--- src/rtl/core/etu_pkg.sv ---
// Shared types, character codes and token kind codes for the expression tokenizer.
`timescale 1ns / 1ps

package etu_pkg;

	localparam int POSITION_WIDTH_DEF = 16;
	localparam int MANTISSA_WIDTH_DEF = 32;

	localparam int CHAR_W = 8;
	localparam int KIND_W = 5;
	localparam int FRAC_W = 4;
	localparam int USER_W = KIND_W + 1;

	// character codes
	localparam logic [CHAR_W-1:0] CH_LPAREN = 8'h28;
	localparam logic [CHAR_W-1:0] CH_RPAREN = 8'h29;
	localparam logic [CHAR_W-1:0] CH_STAR   = 8'h2A;
	localparam logic [CHAR_W-1:0] CH_PLUS   = 8'h2B;
	localparam logic [CHAR_W-1:0] CH_COMMA  = 8'h2C;
	localparam logic [CHAR_W-1:0] CH_MINUS  = 8'h2D;
	localparam logic [CHAR_W-1:0] CH_DOT    = 8'h2E;
	localparam logic [CHAR_W-1:0] CH_SLASH  = 8'h2F;
	localparam logic [CHAR_W-1:0] CH_ZERO   = 8'h30;
	localparam logic [CHAR_W-1:0] CH_NINE   = 8'h39;
	localparam logic [CHAR_W-1:0] CH_SEMI   = 8'h3B;
	localparam logic [CHAR_W-1:0] CH_LT     = 8'h3C;
	localparam logic [CHAR_W-1:0] CH_EQ     = 8'h3D;
	localparam logic [CHAR_W-1:0] CH_GT     = 8'h3E;
	localparam logic [CHAR_W-1:0] CH_UP_A   = 8'h41;
	localparam logic [CHAR_W-1:0] CH_UP_Z   = 8'h5A;
	localparam logic [CHAR_W-1:0] CH_LBRACK = 8'h5B;
	localparam logic [CHAR_W-1:0] CH_RBRACK = 8'h5D;
	localparam logic [CHAR_W-1:0] CH_USCORE = 8'h5F;
	localparam logic [CHAR_W-1:0] CH_LO_A   = 8'h61;
	localparam logic [CHAR_W-1:0] CH_LO_Z   = 8'h7A;
	localparam logic [CHAR_W-1:0] CH_LBRACE = 8'h7B;
	localparam logic [CHAR_W-1:0] CH_RBRACE = 8'h7D;
	localparam logic [CHAR_W-1:0] CH_SPACE  = 8'h20;
	localparam logic [CHAR_W-1:0] CH_TAB    = 8'h09;
	localparam logic [CHAR_W-1:0] CH_LF     = 8'h0A;
	localparam logic [CHAR_W-1:0] CH_CR     = 8'h0D;

	// token kinds
	localparam logic [KIND_W-1:0] K_NUM     = 5'd0;
	localparam logic [KIND_W-1:0] K_IDENT   = 5'd1;
	localparam logic [KIND_W-1:0] K_PLUS    = 5'd2;
	localparam logic [KIND_W-1:0] K_MINUS   = 5'd3;
	localparam logic [KIND_W-1:0] K_STAR    = 5'd4;
	localparam logic [KIND_W-1:0] K_SLASH   = 5'd5;
	localparam logic [KIND_W-1:0] K_ASSIGN  = 5'd6;
	localparam logic [KIND_W-1:0] K_EQEQ    = 5'd7;
	localparam logic [KIND_W-1:0] K_GT      = 5'd8;
	localparam logic [KIND_W-1:0] K_LT      = 5'd9;
	localparam logic [KIND_W-1:0] K_GE      = 5'd10;
	localparam logic [KIND_W-1:0] K_LE      = 5'd11;
	localparam logic [KIND_W-1:0] K_LPAREN  = 5'd12;
	localparam logic [KIND_W-1:0] K_RPAREN  = 5'd13;
	localparam logic [KIND_W-1:0] K_SEMI    = 5'd14;
	localparam logic [KIND_W-1:0] K_PUNCT   = 5'd15;
	localparam logic [KIND_W-1:0] K_UNKNOWN = 5'd16;
	localparam logic [KIND_W-1:0] K_END     = 5'd17;

	// lexer step commands
	localparam logic [1:0] OP_NONE = 2'd0;
	localparam logic [1:0] OP_PROC = 2'd1;
	localparam logic [1:0] OP_END  = 2'd2;

	typedef struct packed {
		logic [1:0]        code;
		logic [CHAR_W-1:0] h;
		logic              has_next;
		logic [CHAR_W-1:0] nx;
	} op_t;

	typedef struct packed {
		logic              digit;
		logic              ident;
		logic              ws;
		logic              lf;
		logic              dot;
		logic              eq;
		logic              lt;
		logic              cmp_lead;
		logic [KIND_W-1:0] single_kind;
	} class_t;

endpackage

--- src/rtl/core/etu_class.sv ---
// Character classifier: character classes and single-character token kind.
`timescale 1ns / 1ps

module etu_class (
	input  logic [etu_pkg::CHAR_W-1:0] c,
	output etu_pkg::class_t            cls
);
	import etu_pkg::*;

	always_comb begin
		cls.digit    = (c >= CH_ZERO) && (c <= CH_NINE);
		cls.ident    = ((c >= CH_LO_A) && (c <= CH_LO_Z)) || ((c >= CH_UP_A) && (c <= CH_UP_Z))
			|| cls.digit || (c == CH_USCORE);
		cls.ws       = (c == CH_SPACE) || (c == CH_TAB) || (c == CH_CR) || (c == CH_LF);
		cls.lf       = (c == CH_LF);
		cls.dot      = (c == CH_DOT);
		cls.eq       = (c == CH_EQ);
		cls.lt       = (c == CH_LT);
		cls.cmp_lead = (c == CH_EQ) || (c == CH_LT) || (c == CH_GT);
		unique case (c) inside
			CH_PLUS:   cls.single_kind = K_PLUS;
			CH_MINUS:  cls.single_kind = K_MINUS;
			CH_STAR:   cls.single_kind = K_STAR;
			CH_SLASH:  cls.single_kind = K_SLASH;
			CH_EQ:     cls.single_kind = K_ASSIGN;
			CH_LT:     cls.single_kind = K_LT;
			CH_GT:     cls.single_kind = K_GT;
			CH_LPAREN: cls.single_kind = K_LPAREN;
			CH_RPAREN: cls.single_kind = K_RPAREN;
			CH_SEMI:   cls.single_kind = K_SEMI;
			CH_LBRACK, CH_RBRACK, CH_LBRACE, CH_RBRACE, CH_COMMA:
				cls.single_kind = K_PUNCT;
			default:   cls.single_kind = K_UNKNOWN;
		endcase
	end

endmodule

--- src/rtl/core/etu_lexer.sv ---
// Token state and one-character classify-and-update step.
`timescale 1ns / 1ps

module etu_lexer #(
	parameter int POSITION_WIDTH = etu_pkg::POSITION_WIDTH_DEF,
	parameter int MANTISSA_WIDTH = etu_pkg::MANTISSA_WIDTH_DEF
) (
	input  logic                        clk,
	input  logic                        arst_n,
	input  logic                        step_en,
	input  etu_pkg::op_t                op,
	output logic                        res_valid,
	output logic [etu_pkg::CHAR_W-1:0]  res_char,
	output logic [etu_pkg::KIND_W-1:0]  res_kind,
	output logic                        res_first,
	output logic                        res_last,
	output logic [POSITION_WIDTH-1:0]   res_line,
	output logic [POSITION_WIDTH-1:0]   res_col,
	output logic [POSITION_WIDTH-1:0]   res_len,
	output logic [MANTISSA_WIDTH-1:0]   res_mant,
	output logic [etu_pkg::FRAC_W-1:0]  res_frac,
	output logic                        res_ovf
);
	import etu_pkg::*;

	localparam int WIDE_W = MANTISSA_WIDTH + 4;

	logic [KIND_W-1:0]         kind_q, kind_n;
	logic                      inside_q, inside_n;
	logic                      cmp_q, cmp_n;
	logic [1:0]                dots_q, dots_n;
	logic [MANTISSA_WIDTH-1:0] mant_q, mant_n;
	logic [FRAC_W-1:0]         frac_q, frac_n;
	logic                      sat_q, sat_n;
	logic [POSITION_WIDTH-1:0] line_q, line_n;
	logic [POSITION_WIDTH-1:0] col_q, col_n;
	logic [POSITION_WIDTH-1:0] start_q, start_n;
	logic [POSITION_WIDTH-1:0] len_q, len_n;

	class_t hc, nc;

	etu_class u_class_h (.c(op.h),  .cls(hc));
	etu_class u_class_n (.c(op.nx), .cls(nc));

	// run path: base values are cleared when a number or identifier starts
	logic [KIND_W-1:0]         run_kind;
	logic [1:0]                b_dots, nu_dots;
	logic [MANTISSA_WIDTH-1:0] b_mant, nu_mant;
	logic [FRAC_W-1:0]         b_frac, nu_frac;
	logic                      b_sat, nu_sat;
	logic [POSITION_WIDTH-1:0] b_len;
	logic [WIDE_W-1:0]         wide;

	always_comb begin
		run_kind = inside_q ? kind_q : (hc.digit ? K_NUM : K_IDENT);
		b_dots   = inside_q ? dots_q : 2'd0;
		b_mant   = inside_q ? mant_q : '0;
		b_frac   = inside_q ? frac_q : '0;
		b_sat    = inside_q ? sat_q  : 1'b0;
		b_len    = inside_q ? len_q  : '0;
		// m*10 + digit; saturate when it leaves the mantissa range
		wide     = (WIDE_W'(b_mant) << 3) + (WIDE_W'(b_mant) << 1) + WIDE_W'(op.h[3:0]);
		nu_dots  = b_dots;
		nu_mant  = b_mant;
		nu_frac  = b_frac;
		nu_sat   = b_sat;
		if (hc.dot) begin
			if (b_dots != 2'd2)
				nu_dots = b_dots + 2'd1;
		end else if (hc.digit && (b_dots != 2'd2)) begin
			if (wide[WIDE_W-1:MANTISSA_WIDTH] != '0) begin
				nu_mant = '1;
				nu_sat  = 1'b1;
			end else begin
				nu_mant = wide[MANTISSA_WIDTH-1:0];
			end
			if ((b_dots == 2'd1) && (b_frac != '1))
				nu_frac = b_frac + 1'b1;
		end
	end

	always_comb begin
		kind_n    = kind_q;
		inside_n  = inside_q;
		cmp_n     = cmp_q;
		dots_n    = dots_q;
		mant_n    = mant_q;
		frac_n    = frac_q;
		sat_n     = sat_q;
		line_n    = line_q;
		col_n     = col_q;
		start_n   = start_q;
		len_n     = len_q;
		res_valid = 1'b0;
		res_char  = op.h;
		res_first = 1'b0;
		res_last  = 1'b0;
		res_line  = line_q;
		unique case (op.code)
			OP_PROC: begin
				if (cmp_q) begin
					// '=' that closes a two-character comparison
					cmp_n     = 1'b0;
					len_n     = (len_q != '1) ? len_q + 1'b1 : len_q;
					res_valid = 1'b1;
					res_last  = 1'b1;
				end else if (!inside_q && hc.ws) begin
					res_valid = 1'b0;
				end else if (!inside_q && hc.cmp_lead && op.has_next && nc.eq) begin
					kind_n    = hc.eq ? K_EQEQ : (hc.lt ? K_LE : K_GE);
					cmp_n     = 1'b1;
					start_n   = col_q;
					len_n     = POSITION_WIDTH'(1);
					res_valid = 1'b1;
					res_first = 1'b1;
				end else if (!inside_q && !hc.digit && !hc.ident) begin
					kind_n    = hc.single_kind;
					start_n   = col_q;
					len_n     = POSITION_WIDTH'(1);
					res_valid = 1'b1;
					res_first = 1'b1;
					res_last  = 1'b1;
				end else begin
					kind_n = run_kind;
					if (!inside_q)
						start_n = col_q;
					if (run_kind == K_NUM) begin
						dots_n = nu_dots;
						mant_n = nu_mant;
						frac_n = nu_frac;
						sat_n  = nu_sat;
					end
					len_n     = (b_len != '1) ? b_len + 1'b1 : b_len;
					res_last  = !(op.has_next && ((run_kind == K_NUM) ? (nc.digit || nc.dot)
						: nc.ident));
					inside_n  = !res_last;
					res_valid = 1'b1;
					res_first = !inside_q;
				end
				if (hc.lf) begin
					line_n = (line_q != '1) ? line_q + 1'b1 : line_q;
					col_n  = '0;
				end else begin
					col_n  = (col_q != '1) ? col_q + 1'b1 : col_q;
				end
			end
			OP_END: begin
				res_valid = 1'b1;
				res_char  = '0;
				res_first = 1'b1;
				res_last  = 1'b1;
				kind_n    = '0;
				inside_n  = 1'b0;
				cmp_n     = 1'b0;
				dots_n    = '0;
				mant_n    = '0;
				frac_n    = '0;
				sat_n     = 1'b0;
				line_n    = '0;
				col_n     = '0;
				start_n   = '0;
				len_n     = '0;
			end
			default: begin
				res_valid = 1'b0;
			end
		endcase
	end

	// end token reports current column and zero length
	always_comb begin
		if (op.code == OP_END) begin
			res_kind = K_END;
			res_col  = col_q;
			res_len  = '0;
		end else begin
			res_kind = kind_n;
			res_col  = start_n;
			res_len  = len_n;
		end
		res_mant = (res_kind == K_NUM) ? mant_n : '0;
		res_frac = (res_kind == K_NUM) ? frac_n : '0;
		res_ovf  = (res_kind == K_NUM) && sat_n;
	end

	always_ff @(posedge clk or negedge arst_n) begin
		if (!arst_n) begin
			kind_q   <= '0;
			inside_q <= 1'b0;
			cmp_q    <= 1'b0;
			dots_q   <= '0;
			mant_q   <= '0;
			frac_q   <= '0;
			sat_q    <= 1'b0;
			line_q   <= '0;
			col_q    <= '0;
			start_q  <= '0;
			len_q    <= '0;
		end else if (step_en) begin
			kind_q   <= kind_n;
			inside_q <= inside_n;
			cmp_q    <= cmp_n;
			dots_q   <= dots_n;
			mant_q   <= mant_n;
			frac_q   <= frac_n;
			sat_q    <= sat_n;
			line_q   <= line_n;
			col_q    <= col_n;
			start_q  <= start_n;
			len_q    <= len_n;
		end
	end

endmodule

--- src/rtl/core/expression_tokenizer_unit.sv ---
// Streaming expression tokenizer top level: input register, step sequencer, result register.
// A byte's word is registered when its follower is in the input register and the lexer steps; for
// a tlast byte its own word and then the end token come from the extra lexer steps.
// Throughput: one byte per cycle unless stalled; a tlast byte takes three lexer steps, stalling
// the input for the extra steps. A stalled result register (m_axis_tready low) stalls the lexer.
// arst_n clears all control and token state; position counts restart at line 0, column 0.
`timescale 1ns / 1ps

module expression_tokenizer_unit #(
	parameter int POSITION_WIDTH = etu_pkg::POSITION_WIDTH_DEF,
	parameter int MANTISSA_WIDTH = etu_pkg::MANTISSA_WIDTH_DEF,
	localparam int RAW_W  = etu_pkg::CHAR_W + 3 * POSITION_WIDTH + MANTISSA_WIDTH
		+ etu_pkg::FRAC_W + 1,
	localparam int DATA_W = ((RAW_W + 7) / 8) * 8
) (
	input  logic                        clk,
	input  logic                        arst_n,
	input  logic                        s_axis_tvalid,
	output logic                        s_axis_tready,
	input  logic [etu_pkg::CHAR_W-1:0]  s_axis_tdata,  // character
	input  logic                        s_axis_tlast,  // last_of_text
	output logic                        m_axis_tvalid,
	input  logic                        m_axis_tready,
	// character_res, line_number, column_number, token_length, mantissa,
	// fraction_digits, value_overflow, zero pad
	output logic [DATA_W-1:0]           m_axis_tdata,
	output logic [etu_pkg::USER_W-1:0]  m_axis_tuser,  // token_type, token_first
	output logic                        m_axis_tlast   // token_last
);
	import etu_pkg::*;

	localparam logic [1:0] PH_HELD = 2'd0;
	localparam logic [1:0] PH_LAST = 2'd1;
	localparam logic [1:0] PH_END  = 2'd2;

	logic              valid_s1;
	logic [CHAR_W-1:0] char_s1;
	logic              last_s1;
	logic [1:0]        phase_q;
	logic [CHAR_W-1:0] held_q;
	logic              held_valid_q;

	logic              out_valid_q;
	logic [RAW_W-1:0]  data_q;
	logic [USER_W-1:0] user_q;
	logic              tlast_q;

	logic adv;
	logic done;
	op_t  op;

	logic                      res_valid;
	logic [CHAR_W-1:0]         res_char;
	logic [KIND_W-1:0]         res_kind;
	logic                      res_first;
	logic                      res_last;
	logic [POSITION_WIDTH-1:0] res_line;
	logic [POSITION_WIDTH-1:0] res_col;
	logic [POSITION_WIDTH-1:0] res_len;
	logic [MANTISSA_WIDTH-1:0] res_mant;
	logic [FRAC_W-1:0]         res_frac;
	logic                      res_ovf;

	assign adv  = valid_s1 && (!out_valid_q || m_axis_tready);
	assign done = adv && (((phase_q == PH_HELD) && !last_s1) || (phase_q == PH_END));
	assign s_axis_tready = !valid_s1 || done;

	always_comb begin
		op.h        = char_s1;
		op.has_next = 1'b0;
		op.nx       = char_s1;
		unique case (phase_q)
			PH_HELD: begin
				op.code     = held_valid_q ? OP_PROC : OP_NONE;
				op.h        = held_q;
				op.has_next = 1'b1;
			end
			PH_LAST: op.code = OP_PROC;
			PH_END:  op.code = OP_END;
			default: op.code = OP_NONE;
		endcase
	end

	etu_lexer #(
		.POSITION_WIDTH(POSITION_WIDTH),
		.MANTISSA_WIDTH(MANTISSA_WIDTH)
	) u_lexer (
		.clk      (clk),
		.arst_n   (arst_n),
		.step_en  (adv),
		.op       (op),
		.res_valid(res_valid),
		.res_char (res_char),
		.res_kind (res_kind),
		.res_first(res_first),
		.res_last (res_last),
		.res_line (res_line),
		.res_col  (res_col),
		.res_len  (res_len),
		.res_mant (res_mant),
		.res_frac (res_frac),
		.res_ovf  (res_ovf)
	);

	always_ff @(posedge clk or negedge arst_n) begin
		if (!arst_n) begin
			valid_s1     <= 1'b0;
			phase_q      <= PH_HELD;
			held_valid_q <= 1'b0;
		end else begin
			if (s_axis_tready) begin
				valid_s1 <= s_axis_tvalid;
				phase_q  <= PH_HELD;
			end else if (adv) begin
				// only the tlast byte walks through the extra steps
				unique case (phase_q)
					PH_HELD: phase_q <= PH_LAST;
					PH_LAST: phase_q <= PH_END;
					default: phase_q <= PH_HELD;
				endcase
			end
			if (adv && (phase_q == PH_HELD) && !last_s1)
				held_valid_q <= 1'b1;
			else if (adv && (phase_q == PH_END))
				held_valid_q <= 1'b0;
		end
	end

	always_ff @(posedge clk) begin
		if (s_axis_tvalid && s_axis_tready) begin
			char_s1 <= s_axis_tdata;
			last_s1 <= s_axis_tlast;
		end
		if (adv && (phase_q == PH_HELD) && !last_s1)
			held_q <= char_s1;
	end

	always_ff @(posedge clk or negedge arst_n) begin
		if (!arst_n)
			out_valid_q <= 1'b0;
		else if (adv)
			out_valid_q <= res_valid;
		else if (m_axis_tready)
			out_valid_q <= 1'b0;
	end

	always_ff @(posedge clk) begin
		if (adv && res_valid) begin
			data_q  <= {res_ovf, res_frac, res_mant, res_len, res_col, res_line, res_char};
			user_q  <= {res_first, res_kind};
			tlast_q <= res_last;
		end
	end

	assign m_axis_tvalid = out_valid_q;
	assign m_axis_tdata  = DATA_W'(data_q);
	assign m_axis_tuser  = user_q;
	assign m_axis_tlast  = tlast_q;

endmodule
--- config.mk ---
export PLATFORM = sky130hd
export DESIGN_NAME = expression_tokenizer_unit
export DESIGN_NICKNAME = d
export VERILOG_FILES = /design/src/rtl/core/etu_pkg.sv /design/src/rtl/core/etu_class.sv /design/src/rtl/core/etu_lexer.sv /design/src/rtl/core/expression_tokenizer_unit.sv
export SDC_FILE = /design/constraint.sdc
export NUM_CORES = 1
export LEC_CHECK = 0
export ABC_AREA = 1
export BUFFER_PORTS_ARGS = -buffer_cell sky130_fd_sc_hd__buf_4
export CORE_ASPECT_RATIO = 1.2
export CORE_MARGIN = 3
export CORE_UTILIZATION = 35
export CTS_CLUSTER_DIAMETER = 100
export DETAILED_ROUTE_END_ITERATION = 12
export GPL_TIMING_DRIVEN = 0
export PLACE_DENSITY_LB_ADDON = 0.15
export SYNTH_ARGS = -nofsm -noshare
export SYNTH_HDL_FRONTEND = slang
export SYNTH_SLANG_ARGS = --single-unit
--- constraint.sdc ---
create_clock -name clk -period 4.31 [get_ports clk]
set_input_delay 0.6465 -clock clk [delete_from_list [all_inputs] [get_ports clk]]
set_output_delay 0.6465 -clock clk [all_outputs]
set_load 0.01 [all_outputs]
== After elaboration in Yosys (flattened, before gate mapping) ==
Cells that the tools add are included.

* Eq/ne operators: 43
* Mux-type cells: 104
* Reductions and logical operators: 60
* $lt $le $gt $ge: 12
* $add $sub $neg: 8

{| class="wikitable"
|+ Operator list
! kind !! number
|-
| $mux 32 || 9
|-
| $mux 16 || 17
|-
| $pmux 16 s2 || 4
|-
| $eq 8x6->1 const B || 15
|-
| $add 16x1->16 const B || 4
|-
| $ne 16x16->1 const B || 4
|-
| $pmux 32 s2 || 1
|-
| $pmux 5 s11 || 1
|-
| $eq 8x7->1 const B || 6
|-
| $add 35x33->36 || 1
|-
| $add 36x4->36 || 1
|-
| $mux 4 || 9
|-
| $mux 5 || 7
|-
| $mux 1 || 34
|-
| $ge 8x7->1 const B || 4
|-
| $le 8x7->1 const B || 4
|-
| $eq 8x4->1 const B || 3
|-
| $logic_and 1x1->1 || 24
|-
| $mux 2 || 10
|-
| $ge 8x6->1 const B || 2
|-
| $le 8x6->1 const B || 2
|-
| $logic_or 1x1->1 || 15
|-
| $pmux 1 s2 || 6
|-
| $logic_not 5->1 || 2
|-
| other kinds (23) || 42
|}

* Bits in registers: 232

== Logic depth before layout (Yosys ltp) ==
Gate-level depths: netlist of the first run.

* Depth in word-level cells: 17
* Gate-level depth with buffers: 28

== By module ==
Synthesis of the first run repeated with hierarchy kept, for this count alone.

* Cells, all modules: 2274
* Area total of the unflattened synthesis: 16594.7 µm²

{| class="wikitable"
|+ By module, submodules not included
! module !! cells each !! instances !! sequential area each (µm²) !! area each (µm²)
|-
| etu_lexer || 1932 || 1 || 2752.6 || 11915.2
|-
| expression_tokenizer_unit || 182 || 1 || 3638.5 || 3906.2
|-
| etu_class || 80 || 2 || 0.0 || 386.6
|}

== Worst setup path after synthesis of the first run ==
No wires, ideal clock.

* Path type: reg-to-reg
* Start point: register u_lexer.inside_q
* End point: register data_q[65], data pin
* Slack: -0.087 ns
* Required time: 4.055 ns
* Buffers on the path: 6
* Arrival time: 4.142 ns
* Stages on the path, launching flop included: 24
* Setup time: 0.255 ns
* Path through: dfrtp_1 buf_2 buf_2 clkbuf_1 clkbuf_1 nand2_1 fa_1 fa_1 o21ai_0 nand2_1 nand2_1 nand2_1 nand2_1 nand2_1 nand3_1 nand2_1 nor2_1 buf_2 buf_2 nand3_1 nand3_1 nand2_1 a21boi_1 nor2_1

* Word-level cells in the longest chain between the ends: 13
* Elaborated cells between the ends (all ways): 32
* Those cells by class: add/sub (2); eq/ne (1); mux (18); reduce/logical (11)

{| class="wikitable"
|+ RTL lines
! what !! line !! RTL
|-
| start, declared || etu_lexer.sv:29 || <nowiki>logic inside_q, inside_n;</nowiki>
|-
| start signal, assigned || etu_lexer.sv:201 || <nowiki>inside_q <= inside_n;</nowiki>
|-
| $mux 32 || etu_lexer.sv:57 || <nowiki>b_mant = inside_q ? mant_q : '0;</nowiki>
|-
| $add 35x33->36 || etu_lexer.sv:62 || <nowiki>wide = (WIDE_W'(b_mant) << 3) + (WIDE_W'(b_mant) << 1) + WIDE_W'(op.h[3:0]);</nowiki>
|-
| $add 36x4->36 || etu_lexer.sv:62 ||
|-
| $reduce_bool 4->1 || etu_lexer.sv:71 || <nowiki>if (wide[WIDE_W-1:MANTISSA_WIDTH] != '0) begin</nowiki>
|-
| $mux 32 || etu_lexer.sv:71 ||
|-
| $mux 32 || etu_lexer.sv:70 || <nowiki>end else if (hc.digit && (b_dots != 2'd2)) begin</nowiki>
|-
| $mux 32 || etu_lexer.sv:67 || <nowiki>if (hc.dot) begin</nowiki>
|-
| $mux 32 || etu_lexer.sv:127 || <nowiki>if (run_kind == K_NUM) begin</nowiki>
|-
| $mux 32 || etu_lexer.sv:116 || <nowiki>end else if (!inside_q && !hc.digit && !hc.ident) begin</nowiki>
|-
| $mux 32 || etu_lexer.sv:109 || <nowiki>end else if (!inside_q && hc.cmp_lead && op.has_next && nc.eq) begin</nowiki>
|-
| $mux 32 || etu_lexer.sv:107 || <nowiki>end else if (!inside_q && hc.ws) begin</nowiki>
|-
| $mux 32 || etu_lexer.sv:101 || <nowiki>if (cmp_q) begin</nowiki>
|-
| $pmux 32 s2 || etu_lexer.sv:99 || <nowiki>unique case (op.code)</nowiki>
|-
| end signal, assigned || expression_tokenizer_unit.sv:149 || <nowiki>data_q <= {res_ovf, res_frac, res_mant, res_len, res_col, res_line, res_char};</nowiki>
|-
| end, declared || expression_tokenizer_unit.sv:44 || <nowiki>logic [RAW_W-1:0] data_q;</nowiki>
|}

Several ways; a longest one is shown, not always the timed one.
A chain may end at the register's enable or synchronous reset.

== Worst setup path after layout of the first run ==
* Start point: register u_lexer.inside_q
* End point: register data_q[56], data pin

Same word-level chain as after synthesis.

==> flow_summary.json, run 1 <==
{
  "crit_arrival_ns": 4.43,
  "final_cells": 3066,
  "combPwrFrac_pct": 54.0,
  "hold_violations": 1,
  "dpl.hpwl_microns": 40000,
  "end_kind": "flip-flop",
  "worstReg2RegEnd": "data_q[56]",
  "dpl_cell_area_sq_mm": 0.0181,
  "max-vdd-ir-drop_mv": 0.536,
  "setup.worst_path.start_class": "flip-flop",
  "worst_slew_pin_slew_ns": 0.799,
  "area.growth.synth_to_final_pct": 18.1,
  "status": "finished, violations left",
  "n_antenna_cell": 0,
  "crit_type": "flip-flop to flip-flop",
  "drtIter0Drc": 941,
  "drc_errors": 0,
  "p_leak_nw": 9.57,
  "syn_inst": 2274,
  "swShare_pct": 48.4,
  "die_x_microns": 204,
  "endpoint": "data_q[56]",
  "timing.final.crit_share_pct": 95.0,
  "final_util_pct": 41.9,
  "cts_buffer_depth": 3,
  "timing.final.ws_setup_ns": 0.217,
  "h-tree-depth": 1,
  "cts_tree": "built",
  "cap_violations": 0,
  "ys_seq_area_share_pct": 39.0,
  "place_congestion": 0.924,
  "hold_ws_ns": -0.00583,
  "grt_util_all_layers_pct": 21.0,
  "core_sq_mm": 0.0462,
  "r2r_setup_slack_ns": 0.22,
  "start_util_pct": 35.5,
  "syn-cell-area_sq_mm": 0.0164,
  "finalClockSkew_ns": 0.0210,
  "synth_top_flop_cell": "edfxtp_1",
  "antenna_found_initial": 0,
  "port_buffers": 114,
  "die_area_sq_mm": 0.0495,
  "ys_seq_elements": 232,
  "mostFrequentLayoutCells": "nand2_1 (668), inv_1 (269), nor2_1 (194), nand3_1 (182), a21oi_1 (123)",
  "crit_path_max_fanout": 10,
  "synth.avg_cell_area_sq_um": 7.21,
  "intPower_mw": 7.49,
  "synth_cell_types": 58,
  "async_flop_share_pct": 49.6,
  "r2r_cells": 24,
  "clkPwrFrac_pct": 18.3,
  "slew_headroom_pct": 46.7,
  "nets": 2516,
  "violations": "negative hold slack",
  "drtAntennaViolNets": 0,
  "yosysWarnings": 0,
  "power_switching_mw": 7.02,
  "finalCriticalPeriod_ns": 4.09,
  "synth_edf_count": 117,
  "grt_pass1_vias": 15700,
  "slew_violations": 0,
  "max_freq_mhz": 244,
  "via_per_inst": 5.08,
  "worstPathRequired_ns": 4.65,
  "pre_cts_slack_ns": -2.14,
  "crit_start": "u_lexer.inside_q",
  "vias": 15600,
  "reg2reg_from": "u_lexer.inside_q",
  "clk_pin_slew_worst_paths_ns": 0.07,
  "cts_sinks": 232,
  "worstSkewPairLatency_ns": 0.60,
  "hold_path_class": "primary input to async pin",
  "routedWlPerCell_microns": 17.2,
  "grt_pass1_wl_microns": 84000,
  "core.rowCount": 86,
  "drive_gt1_share_pct": 11.6,
  "dpl.cell_count": 3008,
  "powerDensity_mw_per_mm2": 749,
  "pin_count": 118,
  "setup_violations": 0,
  "layout_commonest_cell": "nand2_1",
  "first_pass_iters": 5,
  "grt_start_max_net_pins": 64,
  "pwr-share-seq_pct": 27.7,
  "cts_buffers": 28,
  "design_area_sq_mm": 0.0194,
  "wirelength_microns": 52800,
  "cts-root-buf": "clkbuf_16",
  "cts-hold-fix-buffers": 0,
  "die_y_microns": 243,
  "grt_overflow_total": 0
}
-- per-stage QoR --
stage	hold slack, ns	total power, mW	TNS, ns
6_report	-0.00583	14.5	0
2_1_floorplan	0.351	8.77	0
3_3_place_gp	0.430	11.4	-293.62
4_1_cts	0.0191	14.7	0
5_1_grt	0.0390	15.6	-0.0736
3_5_place_dp	0.437	11.9	-120.64
-- metal layers --
layer | part of all wire, % | routed length, microns | GRT usage [%] | vias up
met5 | 0 | 0 | 0 | -
met4 | 3.7 | 1970 | 8.16 | 0
met3 | 4.3 | 2270 | 2.29 | 106
met2 | 49 | 25700 | 36.8 | 354
met1 | 43 | 22800 | 26.4 | 7317
li1 | - | - | - | 7804
-- synthesized netlist by cell type (3+ instances only) --
cell type / count / area share [%]
a21boi_0: 15 / 0.69
a21boi_1: 20 / 0.92
a21oi_1: 127 / 3.9
a22oi_1: 20 / 0.92
and2_1: 3 / 0.11
buf_1: 8 / 0.18
buf_2: 9 / 0.27
buf_4: 3 / 0.14
buf_6: 8 / 0.55
clkbuf_1: 64 / 1.5
dfrtp_1: 115 / 18
edfxtp_1: 117 / 21
ha_1: 73 / 5.6
inv_1: 270 / 6.2
inv_2: 5 / 0.11
nand2_1: 677 / 15
nand2_2: 15 / 0.57
nand2_4: 7 / 0.48
nand3_1: 183 / 5.6
nand4_1: 21 / 0.80
nor2_1: 199 / 4.6
nor2_2: 14 / 0.53
nor2_4: 5 / 0.34
nor3_1: 31 / 0.95
nor4_1: 14 / 0.53
o211ai_1: 14 / 0.64
o21ai_0: 102 / 3.1
o21ai_1: 5 / 0.15
o21ai_2: 3 / 0.16
o21bai_1: 8 / 0.37
o22ai_1: 40 / 1.5
o31ai_1: 4 / 0.18
or2_2: 4 / 0.15
xnor2_1: 8 / 0.43
xor2_1: 31 / 1.7
-- state kept, by name, indices dropped and copies added, names as in the netlist, 2 cells and up --
name,flops
char_s1,8
phase_q,2
u_lexer.res_line,16
u_lexer.start_q,16
data_q,93
u_lexer.dots_q,2
u_lexer.col_q,16
u_lexer.mant_q,32
held_q,8
u_lexer.frac_q,4
u_lexer.kind_q,5
u_lexer.len_q,16
m_axis_tuser,6
-- critical path: stages, from the launching register on --
cell and delay [ns]:
dfrtp_2 0.43, buf_8 0.17, buf_12 0.15, clkbuf_8 0.18, nand2_1 0.09, inv_1 0.07
ha_1 0.28, ha_1 0.19, inv_1 0.08, fa_2 0.44, o21ai_4 0.16, nand2_1 0.08
nand2_2 0.10, nand2_1 0.10, nand2_4 0.12, nand2_1 0.09, nand3_1 0.10, nand2_2 0.09
nor2_4 0.18, buf_6 0.16, nand3_1 0.07, nand3_1 0.07, nand2_1 0.06, a21boi_1 0.29
nor2_1 0.09
-- worst min-delay path by stage --
| stage | depth (start not counted) | endpoint | startpoint | slack, ns |
|---|---|---|---|---|
| global placement | 0 | held_q[7] | char_s1[7] | 0.43 |
| finish | 1 | u_lexer.start_q[4] | arst_n | -0.006 |
| floorplan | 0 | held_valid_q | arst_n | 0.35 |
| global route | 1 | u_lexer.start_q[4] | arst_n | 0.04 |
| CTS | 1 | u_lexer.start_q[4] | arst_n | 0.02 |
| detailed placement | 0 | held_q[7] | char_s1[7] | 0.44 |
-- cells by family after synthesis --
group,count (synthesis),synth area share [%]
AOI/OAI and AO/OA,376,13.5
xor gates and xnor gates,39,2.08
adders and majority gates,75,5.81
buffers and inverters,369,8.95
DFF,232,39.0
other,1,0.0229
and+or+nand+nor,1182,30.6
-- final cells by class --
cell class / count / area, sq um
Fill cell: 4782 / 26800
Inverter: 277 / 1040
Multi-Input combinational cell: 1675 / 8650
Sequential cell: 232 / 6390
Tap cell: 616 / 771
Clock inverter: 15 / 269
Timing Repair Buffer: 123 / 977
Clock buffer: 37 / 754
Buffer: 91 / 505
-- what timing repair did --
item / in CTS / in global routing
setup buffers: 4 / 2
pin swaps: 2 / 5
setup endpoints to repair: 84 / 43
cloned: 0 / 1
resized for setup: 33 / 35
-- power groups by stage --
| stage | combinational, mW | sequential (mW) | clock, mW |
|---|---|---|---|
| after detailed placement | 7.82 | 4.06 | 0 |
| after global routing | 8.66 | 4.14 | 2.82 |
| after global placement | 7.43 | 3.96 | 0 |
| final | 7.84 | 4.02 | 2.66 |
| after floorplan | 4.48 | 4.29 | 0 |
| after CTS | 7.93 | 4.03 | 2.73 |
No activity file was read; power rests on OpenSTA's default activity.
==> run 2, diff against run 1 <==
- CORE_MARGIN: 3 -> 2
- REMOVE_ABC_BUFFERS: default -> 1
==> flow_summary.json, run 2 (synthesized netlist as in run 1, its figures left out) <==
{
  "drc_errors": 0,
  "pin_count": 118,
  "worstSkewPairLatency_ns": 0.58,
  "max_freq_mhz": 247,
  "slew_headroom_pct": 23.9,
  "cts_buffer_depth": 3,
  "final_util_pct": 41.1,
  "mostFrequentLayoutCells": "nand2_1 (672), inv_1 (265), nor2_1 (191), nand3_1 (182), a21oi_1 (127)",
  "cts_buffers": 27,
  "die_y_microns": 241,
  "grt_pass1_vias": 15000,
  "cpPeakStageDelay_ns": 0.59,
  "cts_sinks": 232,
  "routedWlPerCell_microns": 16.6,
  "crit_type": "flip-flop to flip-flop",
  "wirelength_microns": 49600,
  "start_util_pct": 35.6,
  "path_buf_inv": 4,
  "cp_cell_sequence": "buf_12 > nand2_1 > inv_1 > ha_1 > ha_1 > a21oi_1 > o21ai_0 > inv_1 > nand2_1 > a21oi_1 > nand2_1 > nand2_1 > nand2_1 > nor2_4 > buf_8 > nand3_1 > nand3_1 > nand2_1 > a21boi_2 > nor2_2",
  "hold_violations": 0,
  "port_buffers": 114,
  "n_antenna_cell": 0,
  "cts-root-buf": "clkbuf_16",
  "cts_tree": "built",
  "finalClockSkew_ns": 0.0113,
  "h-tree-depth": 1,
  "setup.worst_path.start_class": "flip-flop",
  "crit_arrival_ns": 4.37,
  "hold_ws_ns": 0.238,
  "layout_commonest_cell": "nand2_1",
  "grt_start_max_net_pins": 85,
  "powerDensity_mw_per_mm2": 734,
  "worstPathRequired_ns": 4.62,
  "finalCriticalPeriod_ns": 4.06,
  "timing.final.ws_setup_ns": 0.254,
  "largest_registers": "data_q x93, u_lexer.mant_q x32",
  "totalPowerFinal_mw": 13.9,
  "core.rowCount": 86,
  "worst_slew_pin_slew_ns": 1.14,
  "grt_util_all_layers_pct": 20.3,
  "path_common_cell": "nand2_1",
  "dpl_cell_area_sq_mm": 0.0179,
  "timing.final.crit_share_pct": 94.1,
  "cp_slowest_cell": "dfrtp_4",
  "antenna_found_initial": 0,
  "die_area_sq_mm": 0.0486,
  "nets": 2435,
  "pre_cts_slack_ns": -1.08,
  "end_kind": "flip-flop",
  "n_fill_cell": 4894,
  "status": "finished clean",
  "top_register": "data_q",
  "slew_violations": 0,
  "crit_path_max_fanout": 38,
  "via_per_inst": 5.14,
  "dpl.hpwl_microns": 34700,
  "cp_top_family": "simple AND/OR/NAND/NOR gates",
  "grt_overflow_total": 0,
  "drtAntennaViolNets": 0,
  "drive_gt1_share_pct": 11.4,
  "rsz0062_at_grt": "no",
  "setup_violations": 0,
  "max-vdd-ir-drop_mv": 0.714,
  "area.growth.synth_to_final_pct": 15.4,
  "core_sq_mm": 0.0461,
  "grt_pass1_wl_microns": 79800,
  "first_pass_iters": 5,
  "clk_pin_slew_worst_paths_ns": 0.07,
  "drtIter0Drc": 879,
  "design_area_sq_mm": 0.0189,
  "cap_violations": 0,
  "place_congestion": 0.894,
  "p_leak_nw": 9.37,
  "hold_path_class": "primary input to flip-flop",
  "largest_reg_flops": 93,
  "die_x_microns": 202,
  "vias": 15300
}
## run 2: what timing repair did
item / in CTS / in global routing
hold buffers: 1 / 0
endpoints found under the hold margin: 31 / 0
setup buffers: 5 / 1
cloned: 2 / 0
endpoints found under the setup margin: 69 / 37
gates resized for setup: 14 / 15
pin swaps: 4 / 0
## run 2: final timing paths
kind	depth (start not counted)	startpoint	endpoint	slack, ns
max	20	u_lexer.inside_q	data_q[83]	0.25
min	1	s_axis_tdata[7]	char_s1[7]	0.24
max reg2reg	20	u_lexer.inside_q	data_q[83]	0.25
min reg2reg	1	last_s1	held_valid_q	0.49
max in group asynchronous	3	arst_n	u_lexer.inside_q	3.02
min in group asynchronous	2	arst_n	u_lexer.start_q[12]	0.52
## run 2: final cells by class
cell class	instances	area (sq um)	area share (%)
clock buffers	33	728	3.85
flip-flops and latches	232	6400	33.8
multi-input cells	1676	8650	45.7
well taps	616	771	4.07
clock inverters	17	164	0.866
inverters	277	1050	5.54
repair inverters	1	5.00	0.0264
repair buffers	132	1160	6.15
## run 2: through the flow
step | setup TNS (ns) | cells
2_1_floorplan | -382.13 | 2184
3_3_place_gp | -1455.97 | 2914
3_5_place_dp | -46.28 | 2925
4_1_cts | 0 | 2983
5_1_grt | 0 | 2984
6_report | 0 | 2984
## run 2: power by group
part / total (mW) / switching, mW / internal (mW)
Combinational: 7.42 / 5.18 / 2.25
Clock: 2.35 / 1.02 / 1.33
Sequential: 4.12 / 0.535 / 3.58
## run 2: metal layers
layer | up-vias | wire (microns) | global-route usage, %
met2 | 337 | 25000 | 37.2
met5 | - | 0 | 0
li1 | 7646 | - | -
met1 | 7278 | 21600 | 25.2
met4 | 0 | 1080 | 5.86
met3 | 74 | 1950 | 2.04
==> run 3, diff against run 2 <==
- SYNTH_HIERARCHICAL: default -> 1
==> flow_summary.json, run 3 <==
{
  "layout_commonest_cell": "nand2_1",
  "area.growth.synth_to_final_pct": 17.0,
  "max_freq_mhz": 248,
  "pwr-share-seq_pct": 29.4,
  "crit_type": "flip-flop to flip-flop",
  "antenna_found_initial": 0,
  "grt_pass1_vias": 14900,
  "cap_violations": 0,
  "die_y_microns": 241,
  "clk_pin_slew_worst_paths_ns": 0.06,
  "crit_arrival_ns": 4.34,
  "cts_tree": "built",
  "status": "finished clean",
  "finalClockSkew_ns": 0.0253,
  "swShare_pct": 46.6,
  "die_x_microns": 201,
  "cp_slowest_cell": "nor2_1",
  "totalPowerFinal_mw": 13.4,
  "power_switching_mw": 6.25,
  "p_leak_nw": 9.06,
  "combPwrFrac_pct": 52.4,
  "timing.final.crit_share_pct": 93.6,
  "path_common_cell": "nor2_1",
  "yosysWarnings": 6,
  "grt_overflow_total": 0,
  "synth.avg_cell_area_sq_um": 7.36,
  "dpl.cell_count": 2879,
  "cts_sinks": 232,
  "h-tree-depth": 1,
  "dpl_cell_area_sq_mm": 0.0178,
  "vias": 14900,
  "pin_count": 118,
  "n_antenna_cell": 0,
  "place_congestion": 0.921,
  "cp_top_family": "simple AND/OR/NAND/NOR gates",
  "mostFrequentLayoutCells": "nand2_1 (660), inv_1 (286), a21oi_1 (163), nor2_1 (148), buf_4 (125)",
  "r2r_setup_slack_ns": 0.27,
  "worstSkewPairLatency_ns": 0.59,
  "die_area_sq_mm": 0.0485,
  "syn_inst": 2224,
  "cpPeakStageDelay_ns": 0.51,
  "routedWlPerCell_microns": 17.4,
  "clkPwrFrac_pct": 18.2,
  "end_kind": "flip-flop",
  "drive_gt1_share_pct": 14.7,
  "nets": 2407,
  "drtAntennaViolNets": 0,
  "drtIter0Drc": 849,
  "grt_start_max_net_pins": 83,
  "setup_violations": 0,
  "top_register": "data_q",
  "cts_buffers": 28,
  "core.rowCount": 86,
  "path_buf_inv": 4,
  "slew_violations": 0,
  "cp_cell_sequence": "nor2_4 > buf_4 > nand2_1 > nand2_2 > inv_1 > nor3_2 > inv_1 > nor2_2 > a21oi_1 > o21ai_0 > nand2_4 > nor2_1 > clkinv_1 > o21ai_0 > a311oi_2 > nor2_1 > nor2_1",
  "drc_errors": 0,
  "final_cells": 2957,
  "wirelength_microns": 51500,
  "rsz0062_at_grt": "no",
  "cts_buffer_depth": 3,
  "cts-root-buf": "clkbuf_16",
  "hold_path_class": "primary input to flip-flop",
  "dpl.hpwl_microns": 34900,
  "port_buffers": 114,
  "grt_pass1_wl_microns": 81300,
  "largest_registers": "data_q x93, u_lexer/mant_q x32",
  "hold_violations": 0,
  "slew_headroom_pct": 37.1,
  "powerDensity_mw_per_mm2": 700,
  "setup.worst_path.start_class": "flip-flop",
  "core_sq_mm": 0.0461,
  "syn-cell-area_sq_mm": 0.0164,
  "start_util_pct": 35.5,
  "crit_path_max_fanout": 9,
  "finalCriticalPeriod_ns": 4.04,
  "largest_reg_flops": 93,
  "grt_util_all_layers_pct": 21.0,
  "max-vdd-ir-drop_mv": 0.668,
  "via_per_inst": 5.05,
  "intPower_mw": 7.15,
  "first_pass_iters": 5,
  "design_area_sq_mm": 0.0191,
  "worstPathRequired_ns": 4.61,
  "worst_slew_pin_slew_ns": 0.942
}
run 3: final timing paths:
| path | startpoint | to | depth (start not counted) |
|---|---|---|---|
| setup / recovery | phase_q[0] | data_q[49] | 17 |
| hold / removal | s_axis_tdata[5] | char_s1[5] | 1 |
| setup reg to reg | phase_q[0] | data_q[49] | 17 |
| hold reg to reg | held_valid_q | held_valid_q | 2 |
| max in group asynchronous | arst_n | u_lexer/inside_q | 3 |
| min in group asynchronous | arst_n | u_lexer/res_line[9] | 2 |
run 3: final cells by class:
class	count	area [sq um]
fill	4847	26900
multi-input combinational	1603	8510
sequential	232	6390
timing repair buffer	145	1340
inverter	309	1170
clock buffer	40	818
tap	616	771
clock inverter	12	136
run 3: worst register-to-register path, delay by kind of cell (launching register included):
| family | cells | cell delay, ns |
|---|---|---|
| buf+inv | 4 | 0.86 |
| flops | 1 | 0.45 |
| simple gates | 9 | 1.81 |
| compound gates | 4 | 0.67 |
run 3: routing by layer:
| metal | up-vias | global-route usage, % | part of all wire [%] |
|---|---|---|---|
| li1 | 7469 | - | - |
| met3 | 90 | 2.77 | 3.9 |
| met1 | 7078 | 25.4 | 43 |
| met2 | 291 | 38.1 | 50 |
| met4 | 0 | 7.69 | 3.5 |
| met5 | - | 0 | 0 |
run 3: stage by stage:
stage | worst slack, ns | TNS, ns | util [%] | hold slack (ns)
global placement | -7.16 | -1162.97 | 38.1 | 0.464
detailed placement | -0.923 | -74.76 | 38.7 | 0.471
floorplan | -2.94 | -310.39 | - | 0.351
CTS | 0.0256 | 0 | 41.3 | 0.222
finish | 0.274 | 0 | 41.6 | 0.251
global route | 0.0317 | 0 | 41.6 | 0.231
run 3: timing repair:
action / 4_1_cts / 5_1_grt
setup buffers: 13 / 7
resized for setup: 11 / 8
pin swaps: 7 / 4
gates cloned: 4 / 1
endpoints found under the hold margin: 33 / 0
hold buffers: 1 / 0
setup endpoints to repair: 125 / 77
run 3: power groups by stage:
stage               combinational (mW)  sequential, mW  clock (mW)
finish                            7.02            3.94        2.44
detailed placement                6.23            3.97           0
global route                      7.66            4.03        2.62
global placement                  4.96            3.71           0
CTS                               6.98            3.95        2.54
floorplan                         3.17            3.97           0
